`config.mk`:
```
export PLATFORM = sky130hd
export DESIGN_NAME = utf8_to_utf16le_transcoder_core
export DESIGN_NICKNAME = d
export VERILOG_FILES = /design/src/sv/u8u16_pkg.sv /design/src/sv/u8u16_front.sv /design/src/sv/u8u16_queue.sv /design/src/sv/u8u16_back.sv /design/src/sv/utf8_to_utf16le_transcoder_core.sv
export SDC_FILE = /design/constraint.sdc
export NUM_CORES = 1
export LEC_CHECK = 0
export ABC_AREA = 1
export BUFFER_PORTS_ARGS = -buffer_cell sky130_fd_sc_hd__buf_2
export CAP_MARGIN = 20
export CELL_PAD_IN_SITES_DETAIL_PLACEMENT = 1
export CELL_PAD_IN_SITES_GLOBAL_PLACEMENT = 2
export CORE_MARGIN = 2
export CORE_UTILIZATION = 47
export CTS_BUF_LIST = sky130_fd_sc_hd__clkbuf_8
export DETAILED_ROUTE_END_ITERATION = 16
export HOLD_SLACK_MARGIN = 0.02
export PLACE_DENSITY_LB_ADDON = 0.25
export SLEW_MARGIN = 20
export SYNTH_ARGS = -nofsm -noshare
export SYNTH_HDL_FRONTEND = slang
export SYNTH_HIERARCHICAL = 1
export SYNTH_SLANG_ARGS = --single-unit
```
`constraint.sdc`:
```
create_clock -name clk -period 27.3 [get_ports clk]
set_input_delay 4.095 -clock clk [delete_from_list [all_inputs] [get_ports clk]]
set_output_delay 4.095 -clock clk [all_outputs]
set_load 0.02 [all_outputs]
```
`src/sv/u8u16_pkg.sv`:
```
// Shared types and constants of the UTF-8 to UTF-16LE transcoder.
`default_nettype none
package u8u16_pkg;

  // Character and code point constants
  localparam logic [15:0] REPLACEMENT_UNIT = 16'hfffd;
  localparam logic [15:0] HIGH_SURR_BASE   = 16'hd800;
  localparam logic [15:0] LOW_SURR_BASE    = 16'hdc00;
  localparam logic [15:0] SURR_LAST        = 16'hdfff;
  localparam logic [20:0] SUPPL_BASE       = 21'h10000;
  localparam logic [20:0] CODE_MAX         = 21'h10ffff;
  localparam logic [15:0] THREE_BYTE_MIN   = 16'h0800;
  localparam logic [10:0] TWO_BYTE_MIN     = 11'h080;
  localparam logic [7:0]  CHAR_NUL         = 8'h00;
  localparam logic [7:0]  CHAR_CR          = 8'h0d;
  localparam logic [7:0]  CHAR_LF          = 8'h0a;

  // Sequence lengths announced by a lead byte
  localparam logic [2:0] SEQ_NONE  = 3'd0;
  localparam logic [2:0] SEQ_TWO   = 3'd2;
  localparam logic [2:0] SEQ_THREE = 3'd3;
  localparam logic [2:0] SEQ_FOUR  = 3'd4;

  // Most 16-bit units one item can cause, terminator included
  localparam int MAX_UNITS = 5;

  // Default depth of the command queue between front and back
  localparam int QUEUE_DEPTH_DEF = 2;

  // One command: the units to send, low byte first, and the terminator mark
  typedef struct packed {
    logic [MAX_UNITS-1:0][15:0] units;
    logic [2:0]                 n_units;
    logic                       term;
  } cmd_t;

endpackage
`default_nettype wire

```
`src/sv/u8u16_front.sv`:
```
// Front end: decoder state, classification of each item into a unit list.
`default_nettype none
module u8u16_front
  import u8u16_pkg::*;
(
  input  wire logic       clk,
  input  wire logic       rst,
  input  wire logic       accept,
  input  wire logic [7:0] text_byte,
  input  wire logic       byte_present,
  input  wire logic       end_of_text,
  output logic            cmd_valid,
  output cmd_t            cmd
);

  logic [7:0] pend0, pend1, pend2;
  logic [1:0] pend_count, pend_count_next;
  logic [2:0] seq_len, seq_len_next;
  logic       drop_lf, drop_lf_next;
  logic       after_nul, after_nul_next;

  logic       wr_pend0, wr_pend1, wr_pend2;
  logic [7:0] bb;
  logic [1:0] k_cnt;
  logic [1:0] c_cnt;
  logic [1:0] m_cnt;
  logic       t_flag;
  logic [15:0] code0, code1;
  logic [10:0] v2;
  logic [15:0] v3;
  logic [20:0] v4;
  logic [20:0] adj;
  logic [3:0] b1, b2, b3, total;

  // Decode the item and work out the next state
  always_comb begin
    pend_count_next = pend_count;
    seq_len_next    = seq_len;
    drop_lf_next    = drop_lf;
    after_nul_next  = after_nul;
    wr_pend0 = 1'b0;
    wr_pend1 = 1'b0;
    wr_pend2 = 1'b0;
    k_cnt  = 2'd0;
    c_cnt  = 2'd0;
    m_cnt  = 2'd0;
    t_flag = 1'b0;
    code0  = REPLACEMENT_UNIT;
    code1  = REPLACEMENT_UNIT;
    bb = (text_byte == CHAR_CR) ? CHAR_LF : text_byte;
    v2 = {pend0[4:0], bb[5:0]};
    v3 = {pend0[3:0], pend1[5:0], bb[5:0]};
    v4 = {pend0[2:0], pend1[5:0], pend2[5:0], bb[5:0]};
    adj = v4 - SUPPL_BASE;

    if (byte_present && !after_nul) begin
      if (text_byte == CHAR_NUL) begin
        k_cnt = pend_count;
        pend_count_next = 2'd0;
        seq_len_next    = SEQ_NONE;
        after_nul_next  = 1'b1;
        drop_lf_next    = 1'b0;
      end else if (drop_lf && text_byte == CHAR_LF) begin
        drop_lf_next = 1'b0;
      end else begin
        drop_lf_next = (text_byte == CHAR_CR);
        if (bb[7:6] == 2'b10) begin
          // Continuation byte
          if (pend_count == 2'd0) begin
            c_cnt = 2'd1;
          end else if ({1'b0, pend_count} + 3'd1 >= seq_len) begin
            // Complete sequence: build the code point and check it
            pend_count_next = 2'd0;
            seq_len_next    = SEQ_NONE;
            c_cnt = 2'd1;
            if (seq_len == SEQ_TWO) begin
              if (v2 >= TWO_BYTE_MIN) code0 = {5'd0, v2};
            end else if (seq_len == SEQ_THREE) begin
              if (v3 >= THREE_BYTE_MIN && !(v3 >= HIGH_SURR_BASE && v3 <= SURR_LAST))
                code0 = v3;
            end else begin
              if (v4 >= SUPPL_BASE && v4 <= CODE_MAX) begin
                c_cnt = 2'd2;
                code0 = HIGH_SURR_BASE | {6'd0, adj[19:10]};
                code1 = LOW_SURR_BASE | {6'd0, adj[9:0]};
              end
            end
          end else if (pend_count != 2'd3) begin
            // Hold the continuation
            pend_count_next = pend_count + 2'd1;
            wr_pend1 = (pend_count == 2'd1);
            wr_pend2 = (pend_count == 2'd2);
          end
        end else begin
          // Any other byte flushes what is pending first
          k_cnt = pend_count;
          pend_count_next = 2'd0;
          seq_len_next    = SEQ_NONE;
          if (bb[7] == 1'b0) begin
            c_cnt = 2'd1;
            code0 = {8'd0, bb};
          end else if (bb[7:5] == 3'b110) begin
            seq_len_next = SEQ_TWO;
          end else if (bb[7:4] == 4'b1110) begin
            seq_len_next = SEQ_THREE;
          end else if (bb[7:3] == 5'b11110) begin
            seq_len_next = SEQ_FOUR;
          end else begin
            c_cnt = 2'd1;
          end
          if (bb[7] && bb[7:3] != 5'b11111) begin
            wr_pend0 = 1'b1;
            pend_count_next = 2'd1;
          end
        end
      end
    end

    // End of text: flush what is left, add the terminator, clear state
    if (end_of_text) begin
      m_cnt  = pend_count_next;
      t_flag = 1'b1;
      pend_count_next = 2'd0;
      seq_len_next    = SEQ_NONE;
      drop_lf_next    = 1'b0;
      after_nul_next  = 1'b0;
    end
  end

  // Lay out the unit list: flush, code, flush, terminator
  always_comb begin
    b1 = {2'd0, k_cnt};
    b2 = b1 + {2'd0, c_cnt};
    b3 = b2 + {2'd0, m_cnt};
    total = b3 + {3'd0, t_flag};
    for (int i = 0; i < MAX_UNITS; i++) begin
      if (4'(i) < b1) begin
        cmd.units[i] = REPLACEMENT_UNIT;
      end else if (4'(i) < b2) begin
        cmd.units[i] = (4'(i) == b1) ? code0 : code1;
      end else if (4'(i) < b3) begin
        cmd.units[i] = REPLACEMENT_UNIT;
      end else begin
        cmd.units[i] = 16'h0000;
      end
    end
    cmd.n_units = total[2:0];
    cmd.term    = t_flag;
    cmd_valid   = accept && (total != 4'd0);
  end

  // Control state
  always_ff @(posedge clk) begin
    if (rst) begin
      pend_count <= 2'd0;
      seq_len    <= SEQ_NONE;
      drop_lf    <= 1'b0;
      after_nul  <= 1'b0;
    end else if (accept) begin
      pend_count <= pend_count_next;
      seq_len    <= seq_len_next;
      drop_lf    <= drop_lf_next;
      after_nul  <= after_nul_next;
    end
  end

  // Pending sequence bytes
  always_ff @(posedge clk) begin
    if (accept && wr_pend0) pend0 <= bb;
    if (accept && wr_pend1) pend1 <= bb;
    if (accept && wr_pend2) pend2 <= bb;
  end

endmodule
`default_nettype wire

```
`src/sv/u8u16_queue.sv`:
```
// Command queue between the front end and the byte serializer.
`default_nettype none
module u8u16_queue
  import u8u16_pkg::*;
#(
  parameter int DEPTH = QUEUE_DEPTH_DEF
) (
  input  wire logic clk,
  input  wire logic rst,
  input  wire logic push,
  input  wire cmd_t push_cmd,
  output logic      full,
  input  wire logic pop,
  output cmd_t      head,
  output logic      empty
);

  localparam int PTR_W = (DEPTH > 1) ? $clog2(DEPTH) : 1;
  localparam int CNT_W = $clog2(DEPTH + 1);

  cmd_t             entries [DEPTH];
  logic [PTR_W-1:0] wr_ptr, rd_ptr;
  logic [CNT_W-1:0] count;

  assign full  = (count == CNT_W'(DEPTH));
  assign empty = (count == '0);
  assign head  = entries[rd_ptr];

  // Store pushed commands
  always_ff @(posedge clk) begin
    if (push) entries[wr_ptr] <= push_cmd;
  end

  // Advance pointers and count
  always_ff @(posedge clk) begin
    if (rst) begin
      wr_ptr <= '0;
      rd_ptr <= '0;
      count  <= '0;
    end else begin
      if (push) wr_ptr <= (wr_ptr == PTR_W'(DEPTH - 1)) ? '0 : wr_ptr + 1'b1;
      if (pop)  rd_ptr <= (rd_ptr == PTR_W'(DEPTH - 1)) ? '0 : rd_ptr + 1'b1;
      if (push && !pop)      count <= count + 1'b1;
      else if (pop && !push) count <= count - 1'b1;
    end
  end

endmodule
`default_nettype wire

```
`src/sv/u8u16_back.sv`:
```
// Back end: serializes queued units into bytes through an output register.
`default_nettype none
module u8u16_back
  import u8u16_pkg::*;
(
  input  wire logic       clk,
  input  wire logic       rst,
  input  wire cmd_t       head,
  input  wire logic       empty,
  output logic            pop,
  output logic            m_tvalid,
  input  wire logic       m_tready,
  output logic [7:0]      m_tdata,   // out_byte
  output logic            m_tlast    // last_of_text
);

  logic [3:0]  byte_idx;
  logic [3:0]  last_idx;
  logic [15:0] cur_unit;
  logic        load;

  assign last_idx = {head.n_units, 1'b0} - 4'd1;
  assign cur_unit = head.units[byte_idx[3:1]];
  assign load     = !empty && (!m_tvalid || m_tready);
  assign pop      = load && (byte_idx == last_idx);

  // Step through the bytes of the head command
  always_ff @(posedge clk) begin
    if (rst) begin
      byte_idx <= 4'd0;
    end else if (load) begin
      byte_idx <= pop ? 4'd0 : byte_idx + 4'd1;
    end
  end

  // Output register: load a byte, or drop the valid once taken
  always_ff @(posedge clk) begin
    if (rst) begin
      m_tvalid <= 1'b0;
    end else if (load) begin
      m_tvalid <= 1'b1;
    end else if (m_tready) begin
      m_tvalid <= 1'b0;
    end
  end

  always_ff @(posedge clk) begin
    if (load) begin
      m_tdata <= byte_idx[0] ? cur_unit[15:8] : cur_unit[7:0];
      m_tlast <= head.term && (byte_idx == last_idx);
    end
  end

endmodule
`default_nettype wire

```
`src/sv/utf8_to_utf16le_transcoder_core.sv`:
```
// Top level of the UTF-8 to UTF-16LE transcoder.
//
// Input stream (s_*): one item per handshake; s_tdata carries a UTF-8 byte,
// s_tuser says the byte is present, s_tlast ends the text after the byte.
// Output stream (m_*): UTF-16LE bytes, low byte of each unit first; m_tlast
// marks the second byte of the 0x0000 terminator that closes each text.
// A NUL ends the text early, CR becomes LF and swallows a following LF,
// malformed input yields U+FFFD.
//
// The first byte of an item passes the command queue, then the output
// register. The output delivers one byte per cycle while a command waits and
// the receiver takes it; the front end takes new items while the serializer
// is busy, and items that cause no bytes pass at one per cycle, until the queue fills.
// The front end decodes an item per cycle and writes a unit list into a
// command queue of QUEUE_DEPTH entries; s_tready drops while it is full.
// A stalled receiver holds the output register; the queue keeps filling.
// Reset clears the decoder state, queue and output valid; no clearing pass.
`default_nettype none
module utf8_to_utf16le_transcoder_core
  import u8u16_pkg::*;
#(
  parameter int QUEUE_DEPTH = QUEUE_DEPTH_DEF
) (
  input  wire logic       clk,
  input  wire logic       rst,
  input  wire logic       s_tvalid,
  output logic            s_tready,
  input  wire logic [7:0] s_tdata,   // text_byte
  input  wire logic       s_tuser,   // byte_present
  input  wire logic       s_tlast,   // end_of_text
  output logic            m_tvalid,
  input  wire logic       m_tready,
  output logic [7:0]      m_tdata,   // out_byte
  output logic            m_tlast    // last_of_text
);

  logic accept;
  logic cmd_valid;
  cmd_t cmd;
  cmd_t head;
  logic q_full, q_empty, q_pop;

  assign s_tready = !q_full;
  assign accept   = s_tvalid && s_tready;

  // Decode and classify items
  u8u16_front u_front (
    .clk          (clk),
    .rst          (rst),
    .accept       (accept),
    .text_byte    (s_tdata),
    .byte_present (s_tuser),
    .end_of_text  (s_tlast),
    .cmd_valid    (cmd_valid),
    .cmd          (cmd)
  );

  // Decouple decoding from byte output
  u8u16_queue #(.DEPTH(QUEUE_DEPTH)) u_queue (
    .clk      (clk),
    .rst      (rst),
    .push     (cmd_valid),
    .push_cmd (cmd),
    .full     (q_full),
    .pop      (q_pop),
    .head     (head),
    .empty    (q_empty)
  );

  // Serialize units to bytes
  u8u16_back u_back (
    .clk      (clk),
    .rst      (rst),
    .head     (head),
    .empty    (q_empty),
    .pop      (q_pop),
    .m_tvalid (m_tvalid),
    .m_tready (m_tready),
    .m_tdata  (m_tdata),
    .m_tlast  (m_tlast)
  );

endmodule
`default_nettype wire

```
Yosys cells after proc, flatten, opt, wreduce, memory -nomap -nowiden --
Memory sizes are Yosys's and may differ from the RTL's. A register that Yosys moved wholly into a read port is not among the register bits. Cells that the tools add are included.
Word-level totals: word-level logic and storage cells 222, output and inout bits 11, input bits 14, memories kept 1, register bits 42, memory bits (read-only) 0, RAM bits 168, bits in latches 0
Memories:
- u_queue.entries | depth 2, width 84, read ports 1, clocked after Yosys merged registers in 1, write ports 1, line u8u16_queue.sv:21 | cmd_t entries [DEPTH];
Cells by class: magnitude comparators 21, mux-type cells 118, div/mod/pow operators 0, bitwise operators 0, $mul 0, shift-type cells 0, reductions and logical operators 36, add/sub/neg operators 12, eq/ne operators 20
Operators by type and width (count):
- two-way mux 16 bit | 37
- two-way mux 2 bit | 27
- binary-select mux 16 bit (select 3 bit) | 1
- two-way mux 1 bit | 37
- two-way mux 3 bit | 11
- two-way mux 14 bit | 2
- >= comparator 21 x 17 -> 1 bit, second input constant | 1
- less-or-equal comparator 21 bit, second input constant | 1
- subtractor 20 x 17 -> 20 bit, second input constant | 1
- equality test 8 x 4 -> 1 bit, second input constant | 2
- >= comparator 16 x 12 -> 1 bit, second input constant | 1
- >= comparator 16 bit, second input constant | 1
- less-or-equal comparator 16 bit, second input constant | 1
- logical AND 1 bit | 16
- < comparator 1 x 4 -> 1 bit, first input constant | 4
- < comparator 2 x 4 -> 1 bit, first input constant | 4
- two-way mux 8 bit | 2
- >= comparator 11 x 8 -> 1 bit, second input constant | 1
- zero test 8 bit | 1
- < comparator 3 x 4 -> 1 bit, first input constant | 2
- != test 4 x 3 -> 1 bit, second input constant | 2
- nonzero test 2 bit | 4
- zero test 1 bit | 7
- equality test 2 bit, second input constant | 3
- 31 further kinds | 38

Logic depth before layout (Yosys ltp) --
Gate-level depths: netlist of the first run.
depth in word-level cells 22, depth in mapped cells 31, gate-level depth less buffers 30

Hierarchy --
The synthesis of the first run kept the hierarchy.
By module, submodules not included:
- u8u16_queue | sequential area each 5144.9 um^2, cells an instance 294, instances 1, area an instance 6531.3 um^2
- u8u16_front | sequential area each 650.6 um^2, cells an instance 572, instances 1, area an instance 3393.3 um^2
- u8u16_back | sequential area each 370.4 um^2, cells an instance 251, instances 1, area an instance 1395.1 um^2
- utf8_to_utf16le_transcoder_core | sequential area each 0.0 um^2, cells an instance 3, instances 1, area an instance 13.8 um^2

Least setup slack after synthesis of the first run --
Ideal clock, no wire load.
path type input port to flip-flop, from in s_tdata[4], to mem u_queue/entries[0][0] in the netlist's numbering, enable pin, data arrival time 10889 ps, required time 26773 ps, path slack 15884 ps, setup time 527 ps, path buffers 1, stages on the path 24, cell sequence buf_4 nor2_2 nand2_2 nor2_4 nor2_4 nand3_2 nand2_2 nand2_4 nand3_1 o21ai_0 nand3_1 nand3_1 inv_1 ha_1 inv_1 fa_1 fa_1 inv_1 ha_1 xor2_1 nor3_1 a21oi_1 inv_1 nor2_1
RTL lines:
- start, declared | line utf8_to_utf16le_transcoder_core.sv:28 | input wire logic [7:0] s_tdata,
- end, declared | line u8u16_queue.sv:21

==> metrics.txt, run 1 <==
run status=finished clean; Critical Path Source=s_tdata[3]; kind of critical path=primary input to register; Synth cell types=45; clock input transition at the sequential cells of the worst setup and hold paths=approximately 50 ps; leakage power=0.005237 uW; Avg Cell Area, Syn=roughly 10 sq um; area of the core=23540 sq um; global-route wire length before repair=between 40000 and 50000 um; Critical Path Sink Type=register; Final #Nets=1186; vias in the first global route=8365; total power=852.4 uW; Gate Count Post-Synth=1120; Worst Path Max Fanout=68; Primary FF master, synth=edfxtp_1; First DRT Iteration DRCs=651; GRT Util Overall=0.2481; Via density=around 5.4; DR top layer=met4; cts repair resizes=0; simple-gate portion of the synthesized area=0.2110; cts hold-fix bufs=0; final wirelength=31460 um; antenna violations before repair=0; CP startpoint kind=primary input; Hold Fails Final Rpt=0; Seq/Total Area, Yosys=0.5440; met3 routed WL=1321 um; slack of the worst reg-to-reg path=20730 ps; CP required=27440 ps; relative slew slack=0.3434; mux cell area share after synthesis=0.1033; Yosys top cell by area=edfxtp_1; row count=56; largest net degree at the start of global routing=69; GP Congestion=0.9295; CTS Sinks=211; Reg2Reg Depth=18; setup TNS=0 ps; Cells after DPL=1429; Non-Filler Instances=1499; worst min path class=register to register; remaining global-route overflow=0; asr flop ratio synth=0; pin slew with the least headroom to its limit=977.4 ps; clk_lat worst skew=530 ps; # H-tree levels=2; HPWL after DPL=22080 um; Peak VDD IR=0.00003551 V; WL/cell=20.98 um; worst hold stages=2; Residual DRC=0; worst r2r dst=u_queue/entries[0][10]; Synth Cell Area=approximately 11000 sq um; Power Dens Cells=approximately 69 nW/um^2; area grow syn2layout=8.898%; ANT cells=0; complex-gate fraction of the synthesized area=0.05266; Clock Path Buffers=3; Pre-antenna DRT Iters=5; layout cells sized above 1=0.1763; fmax=roughly 110 MHz; Post-synth EDFFs=194; Ports=25; via count=8129; Detail Route Antenna Nets=0; I/O Buffers=24; die extent in y=159.3 um; Setup Skew=17.09 ps; WL met2=~15000 um; post-synthesis xor/xnor area fraction=0.003864; Yosys warnings=6; CTS buffer count=38; synth top area cells=edfxtp_1 (51%), nand2_1 (9.2%), mux2_4 (7.9%), nand3_1 (4.2%), nor2_1 (3.7%); Worst Setup EP=u_queue/entries[0][10]; FF-to-FF Start=u_front/pend_count[0]; RSZ-0062 raised after global routing=no; M1 WL=13900 um; Max-cap violations=0; root buf cell=clkbuf_8; period utilization=0.3379; Yosys reg bits=211; Die W=159.3 um; Synth top area share=0.5140; Initial Utilization=0.4814; DIE AREA=between 20000 and 30000 sq um; Setup violations, final=0; largest family of logic cells by synthesized area=simple AND/OR/NAND/NOR gates; min Tclk post-route=9224 ps; Synth Area in Adders=0.02561; TritonCTS clock tree=built; crit path DAT=9360 ps; Max Slew Vio Count=0; postcts setup bufs=0; syn nets=1156
==> cell usage after synthesis (11+ instances only) <==
| cell type | count |
|---|---|
| nor2_2 | 13 |
| mux2_2 | 24 |
| ha_1 | 20 |
| mux2_4 | 60 |
| nand2_1 | 278 |
| nor3_1 | 12 |
| dfxtp_1 | 17 |
| nor2_1 | 111 |
| buf_4 | 11 |
| inv_1 | 97 |
| a21oi_1 | 43 |
| buf_2 | 11 |
| edfxtp_1 | 194 |
| o21ai_0 | 40 |
| nand3_1 | 95 |
==> critical path, cell delays in order <==
cell and delay [ps]:
buf_2 230, nand2_1 110, inv_1 60, nand2_1 80, nor2_4 150, nor2_4 70, nand3_2 60, nand2_2 90
nand2_4 90, nand3_1 210, o21ai_0 220, nand3_1 100, nand3_1 90, inv_1 40, ha_1 170, inv_1 70
fa_1 500, fa_1 600, inv_1 90, ha_1 200, xor2_1 240, nor3_1 70, a21oi_1 280, inv_1 120
nor2_4 410, buf_4 810
==> how the worst min path moves through the flow <==
stage	startpoint	endpoint	slack, ps
finish	u_front/drop_lf	u_front/drop_lf	470
global route	u_front/drop_lf	u_front/drop_lf	490
global placement	u_front/drop_lf	u_front/drop_lf	460
floorplan	u_front/drop_lf	u_front/drop_lf	440
CTS	u_front/drop_lf	u_front/drop_lf	480
detailed placement	u_front/drop_lf	u_front/drop_lf	470
==> routing by layer <==
layer | GRT usage | vias up
li1 | - | 3870
met1 | 0.3235 | 4011
met2 | 0.4300 | 192
met3 | 0.03360 | 56
met4 | 0.08017 | 0
met5 | 0 | -
==> layout make-up <==
| class | instances | area, sq um |
|---|---|---|
| tap | 319 | 399.1 |
| multi-input combinational | 762 | 4506 |
| clock inverter | 28 | 117.6 |
| fill | 2640 | 11200 |
| inverter | 106 | 399.1 |
| clock buffer | 42 | 578.1 |
| timing repair buffer | 31 | 172.7 |
| sequential | 211 | 6170 |
==> state kept, by name, summed over array words and instances (netlist names), 2 cells and up, named ones only <==
register and count:
u_queue/entries 168, u_front/seq_len 3, u_front/pend2 6, u_back/m_tdata 8, u_back/byte_idx 4, u_front/pend_count 2
u_queue/count 2, u_front/pend0 5, u_front/pend1 6
==> where the power goes <==
part	switching (uW)	internal (uW)
Combinational	119	56.2
Clock	130	141
Sequential	10.7	395
Total	259	593
==> cells by family (layout without fill, tap and decap cells) <==
kind of cell,Yosys count,count (layout)
multiplexers,84,84
buffers and inverters,147,207
AND/OR/NAND/NOR,547,547
XOR/XNOR,5,5
flip-flops,211,211
AO/OA/AOI/OAI,104,104
adder cells (fa/ha/maj),22,22
==> cells in the final DEF (no fill, tap or decap), types with 7 or more instances in the layout <==
cell and instances:
clkbuf_8 42, nand2_1 278, dfxtp_1 16, nor2_1 110
nand3_1 95, edfxtp_1 194, nand2_2 9, nor2_2 13
buf_2 24, mux2_4 60, ha_1 20, a21oi_1 43
mux2_2 24, nand4_1 10, clkinv_1 11, nor3_1 12
o21ai_0 40, buf_4 7, inv_1 115
==> metrics by stage <==
stage / utilization / hold WS, ps / area, sq um / setup slack, ps
6_report: 0.5242 / 473.4 / 12340 / 18080
5_1_grt: 0.5242 / 493.3 / 12340 / 17710
4_1_cts: 0.5240 / 479.9 / 12340 / 18130
3_5_place_dp: 0.4945 / 472.9 / 11640 / 17590
3_3_place_gp: 0.4945 / 462.4 / 11640 / 17760
2_1_floorplan: - / 437.5 / 11330 / 15880
(Power assumes the default switching activity.)
==> run 2, diff against run 1 <==
Settings changed: CORE_UTILIZATION 47 to 43.
Clock period 27.3 ns to 8.5 ns, I/O delays scaled along.
==> run 2 against run 1 <==
  * Clock-buffer cell count did not move
  * Global-route usage is 2.0 points lower
  * Sequential share of layout area decreased by 0.46 points
  * Flip-flop and latch count did not move
  * Combinational power grew to 3.2 times the previous value
  * Setup slack worse by 16000 ps
  * Clock skew up 7.1 ps
  * Critical path depth shrank 8
  * Routed wire length down 1.1%
==> metrics.txt, run 2 (synthesized netlist as in run 1, its figures left out) <==
ANT cells=0; postcts setup bufs=0; die extent in y=166.3 um; row count=59; I/O Buffers=24; critical-path cell list=inv_1 -> ha_1 -> ha_1 -> nand2_1 -> o211ai_1 -> nand3_1 -> nor2_1 -> nand3_4 -> fa_1 -> fa_1 -> inv_1 -> ha_1 -> xor2_1 -> nor3_1 -> a21oi_1 -> nand2_1 -> clkinv_2 -> buf_12; DIE AREA=27670 sq um; crit path DAT=6230 ps; First DRT Iteration DRCs=roughly 440; Via density=5.259; area of the core=25980 sq um; CTS Sinks=~210; run status=finished clean; CP startpoint kind=register; Critical Path Sink Type=register; Detail Route Antenna Nets=0; antenna violations before repair=0; # H-tree levels=2; setup TNS=0 ps; Residual DRC=0; pin slew with the least headroom to its limit=954.7 ps; Setup Skew=24.20 ps; max incr delay on CP=between 600 and 700 ps; Max Slew Vio Count=0; Slowest-stage cell, CP=fa_1; Hold Fails Final Rpt=0; CTS buffer count=39; global-route wire length before repair=48820 um; clock input transition at the sequential cells of the worst setup and hold paths=50 ps; Fillers=2981; total power=between 2000 and 3000 uW; Initial Utilization=0.4362; Setup violations, final=0; Clock Path Buffers=3; final wirelength=31100 um; Pre-antenna DRT Iters=5; Die W=between 150 and 200 um; Power Dens Cells=225.5 nW/um^2; via count=7983; kind of critical path=register to register; Max-cap violations=0; clk_lat worst skew=approximately 550 ps; GP Congestion=0.8729; CP required=8700 ps; remaining global-route overflow=0; commonest non-fill, non-tap cell in the layout=nand2_1; fmax=between 150 and 200 MHz; Largest regs=u_queue/entries (168), u_back/m_tdata (8); period utilization=0.7089; worst min path class=register to register; TritonCTS clock tree=built; root buf cell=clkbuf_8; HPWL after DPL=roughly 22000 um; WL/cell=20.48 um; area grow syn2layout=9.913%; min Tclk post-route=6026 ps; leakage power=0.005270 uW; Worst Path Max Fanout=46; relative slew slack=0.3586; CP dominant cell by count=ha_1; cts hold-fix bufs=0; Largest Register=u_queue/entries; Peak VDD IR=0.0001730 V; largest net degree at the start of global routing=between 40 and 50; layout cells sized above 1=0.1817; vias in the first global route=between 8000 and 9000; cts repair resizes=0; Final #Nets=1190; max FFs per register=between 150 and 200; RSZ-0062 raised after global routing=no; Ports=25; GRT Util Overall=0.2279; most frequent cells in the layout=nand2_1 (278), edfxtp_1 (194), inv_1 (110), nor2_1 (110), nand3_1 (95)
run 2: changes by cell type in the layout (fill, tap and decap cells not counted), moves of 2 or more:
| cell | previous run | this run |
|---|---|---|
| inv_1 | 115 | 110 |
| bufinv_16 | 0 | 2 |
| clkinv_2 | 2 | 4 |
| buf_4 | 7 | 9 |
run 2: where the power goes:
part	switching (uW)	leakage [uW]	total, uW	internal [uW]
registers	31.9	0.00202	1300	1270
logic	376	0.00281	558	183
clock network	431	0.000438	950	519
total	838	0.00527	2810	1970
run 2: area by class of cell:
| cell class | instances | area [sq um] | area share |
|---|---|---|---|
| Clock buffer | 42 | 578.1 | 0.04640 |
| Clock inverter | 28 | 182.7 | 0.01466 |
| Inverter | 106 | 399.1 | 0.03204 |
| Multi-Input combinational cell | 762 | 4501 | 0.3613 |
| Sequential cell | 211 | 6170 | 0.4953 |
| Tap cell | 335 | 419.2 | 0.03365 |
| Timing Repair Buffer | 34 | 207.7 | 0.01667 |
run 2: final timing paths:
path / start / endpoint / slack [ps] / depth (start not counted)
max: u_front/pend_count[0] / u_queue/entries[1][50] / 2470 / 18
min: u_front/drop_lf / u_front/drop_lf / 480 / 2
max reg2reg: u_front/pend_count[0] / u_queue/entries[1][50] / 2470 / 18
min reg2reg: u_front/drop_lf / u_front/drop_lf / 480 / 2
run 2: worst max-delay path: cells and delay by family, from the launching register on:
| family | cells | cell delay, ps |
|---|---|---|
| fa+ha+maj | 5 | 2090 |
| compound gates | 2 | 650 |
| buf+inv | 4 | 1190 |
| simple gates | 6 | 960 |
| flops | 1 | 520 |
| xor+xnor | 1 | 250 |
run 2: per-stage QoR:
step,hold slack [ps],instance area [sq um],utilization,setup WS (ps),std cells
4_1_cts,479.9,12460,0.4794,2394,1518
5_1_grt,503.8,12460,0.4794,1967,1518
3_5_place_dp,469.9,11700,0.4501,2032,1448
6_report,475.6,12460,0.4794,2474,1518
2_1_floorplan,437.5,11340,-,1307,1120
3_3_place_gp,452.5,11700,0.4501,2175,1448
run 2: per-layer routing:
metal,vias to the layer above,global-route usage,wire [um]
li1,3879,-,-
met3,59,0.03194,1148
met4,0,0.07721,854
met1,3891,0.2980,14040
met5,-,0,0
met2,154,0.3911,15050
==> run 3, diff against run 2 <==
Clock period 8.5 ns to 6.3 ns, I/O delays scaled along.
==> run 3 against run 2 <==
  * Routed wire length is 2.7% higher
  * Combinational power is 39% higher
  * Non-clock buffer count is 3 higher
  * Worst hold slack worse by 7.7 ps
  * Setup slack worse by 2000 ps
  * Design area is 0.17% higher
  * First-iteration DRC count is 6.8% higher
  * Cell count is 0.20% higher
  * Utilization is 0.082 points higher
  * Power is 34% higher
  * Fmax is 3.9% higher
  * Critical path type unchanged
  * Critical endpoint is now u_queue/entries[1][67]
  * Largest power group unchanged
==> metrics.txt, run 3 (synthesized netlist as in run 1, its figures left out) <==
GP Congestion=0.8908; CTS Sinks=211; die extent in y=166.3 um; max incr delay on CP=650 ps; Worst Path Max Fanout=25; Setup Skew=30.73 ps; vias in the first global route=8657; GRT Util Overall=0.2346; setup TNS=0 ps; global-route wire length before repair=between 40000 and 50000 um; HPWL after DPL=22590 um; Power Dens Cells=301.4 nW/um^2; relative slew slack=0.3566; Largest regs=u_queue/entries (168), u_back/m_tdata (8); Max-cap violations=0; worst r2r dst=u_queue/entries[1][67]; remaining global-route overflow=0; leakage power=0.005286 uW; fmax=172.4 MHz; CP dominant cell by count=ha_1; Clock Path Buffers=3; # H-tree levels=2; TritonCTS clock tree=built; final wirelength=31950 um; area of the core=around 26000 sq um; cts repair resizes=0; Ports=25; Setup violations, final=0; area grow syn2layout=10.10%; worst hold stages=2; Global Route met1 Usage=0.3150; DIE AREA=27670 sq um; met3 Use GR=0.03289; CP required=6500 ps; Hold Fails Final Rpt=0; Buf/Inv on CP=5; pin slew with the least headroom to its limit=~960 ps; FF-to-FF Start=u_front/pend_count[0]; grt met2 use=0.3927; antenna violations before repair=0; layout cells sized above 1=0.1838; Initial Utilization=0.4362; WL/cell=21.00 um; most frequent cells in the layout=nand2_1 (278), edfxtp_1 (194), inv_1 (115), nor2_1 (110), nand3_1 (95); First DRT Iteration DRCs=around 470; max FFs per register=between 150 and 200; Die W=166.3 um; row count=59; Pre-antenna DRT Iters=5; Residual DRC=0; worst min path class=register to register; commonest non-fill, non-tap cell in the layout=nand2_1; Slowest-stage cell, CP=fa_1; Util after Layout=0.4802; postcts setup bufs=0; Max Slew Vio Count=0; crit path DAT=6000 ps; GR peak layer=met2; cts hold-fix bufs=0; Reg2Reg Depth=19; critical-path cell list=inv_1 -> ha_1 -> ha_1 -> nand2_1 -> o211ai_1 -> nand3_1 -> nor2_1 -> nand3_4 -> fa_1 -> fa_1 -> inv_1 -> ha_1 -> xor2_1 -> nor3_1 -> a21oi_1 -> buf_4 -> nand2_1 -> clkinvlp_4 -> buf_4; RSZ-0062 raised after global routing=no; Hold Crit Start=u_front/drop_lf; WHS Endpoint=u_front/drop_lf; clk_lat worst skew=550 ps; I/O Buffers=24; period utilization=0.9207; kind of critical path=register to register; ANT cells=0; min Tclk post-route=~5800 ps; Critical Path Sink Type=register; via count=8128; Largest Register=u_queue/entries; Detail Route Antenna Nets=0; clock input transition at the sequential cells of the worst setup and hold paths=roughly 60 ps; run status=finished clean; CTS buffer count=39; Final #Nets=between 1000 and 1500; slack of the worst reg-to-reg path=between 400 and 500 ps; Via density=roughly 5.3; CP startpoint kind=register; Peak VDD IR=approximately 0.00022 V; largest net degree at the start of global routing=51; root buf cell=clkbuf_8; CP top delay family=adder cells
[run 3: cell types whose count changed in the layout (fill, tap and decap cells not counted), sizes merged]
cell,previous run,this run
clkinv,16,11
inv,115,120
buf,34,37
bufinv,2,1
clkinvlp,1,2
[run 3: cell type report]
type	count	area, sq um
Inverter	106	401.6
Tap cell	335	419.2
Sequential cell	211	6170
Multi-Input combinational cell	762	4511
Fill cell	2917	13510
Timing Repair Buffer	37	255.2
Clock buffer	42	578.1
Clock inverter	28	143.9
[run 3: worst min-delay path, stage by stage (launching register included)]
cell     delay [ps]
dfxtp_1         310
nand2_1          60
a21oi_1          50
[run 3: worst max-delay path by stage]
stage                                         to  cells after the start                   from  slack (ps)
after detailed placement  u_queue/entries[1][50]                     27             s_tdata[3]         390
after global placement    u_queue/entries[1][48]                     21             s_tdata[7]         490
after global routing      u_queue/entries[1][51]                     20  u_front/pend_count[0]          90
after CTS                 u_queue/entries[1][44]                     19  u_front/pend_count[0]         430
final                     u_queue/entries[1][67]                     19  u_front/pend_count[0]         500
after floorplan            u_queue/entries[0][0]                     24             s_tdata[4]         360
[run 3: stage by stage]
| step | std cells | worst slack [ps] | power (uW) | area (sq um) | hold slack (ps) |
|---|---|---|---|---|---|
| final | 1521 | 499.5 | 3761 | 12480 | 467.9 |
| after global routing | 1521 | 85.01 | 3949 | 12480 | 481.9 |
| after CTS | 1521 | 433.9 | 3804 | 12470 | 466.8 |
| after detailed placement | 1451 | 386.3 | 2564 | 11750 | 459.5 |
| after global placement | 1451 | 493.3 | 2542 | 11750 | 456.5 |
| after floorplan | 1120 | 362.5 | 2302 | 11340 | 437.5 |
[run 3: per-layer routing]
metal,part of all wire,up-vias
met4,0.027,0
met5,0,-
met1,0.46,3997
li1,-,3888
met2,0.48,190
met3,0.038,53
[run 3: where the power goes]
group / leakage [uW] / switching (uW) / internal [uW] / total (uW)
combinational: 0.00282 / 517 / 257 / 775
sequential: 0.00202 / 44.3 / 1710 / 1750
clock: 0.000438 / 577 / 655 / 1230
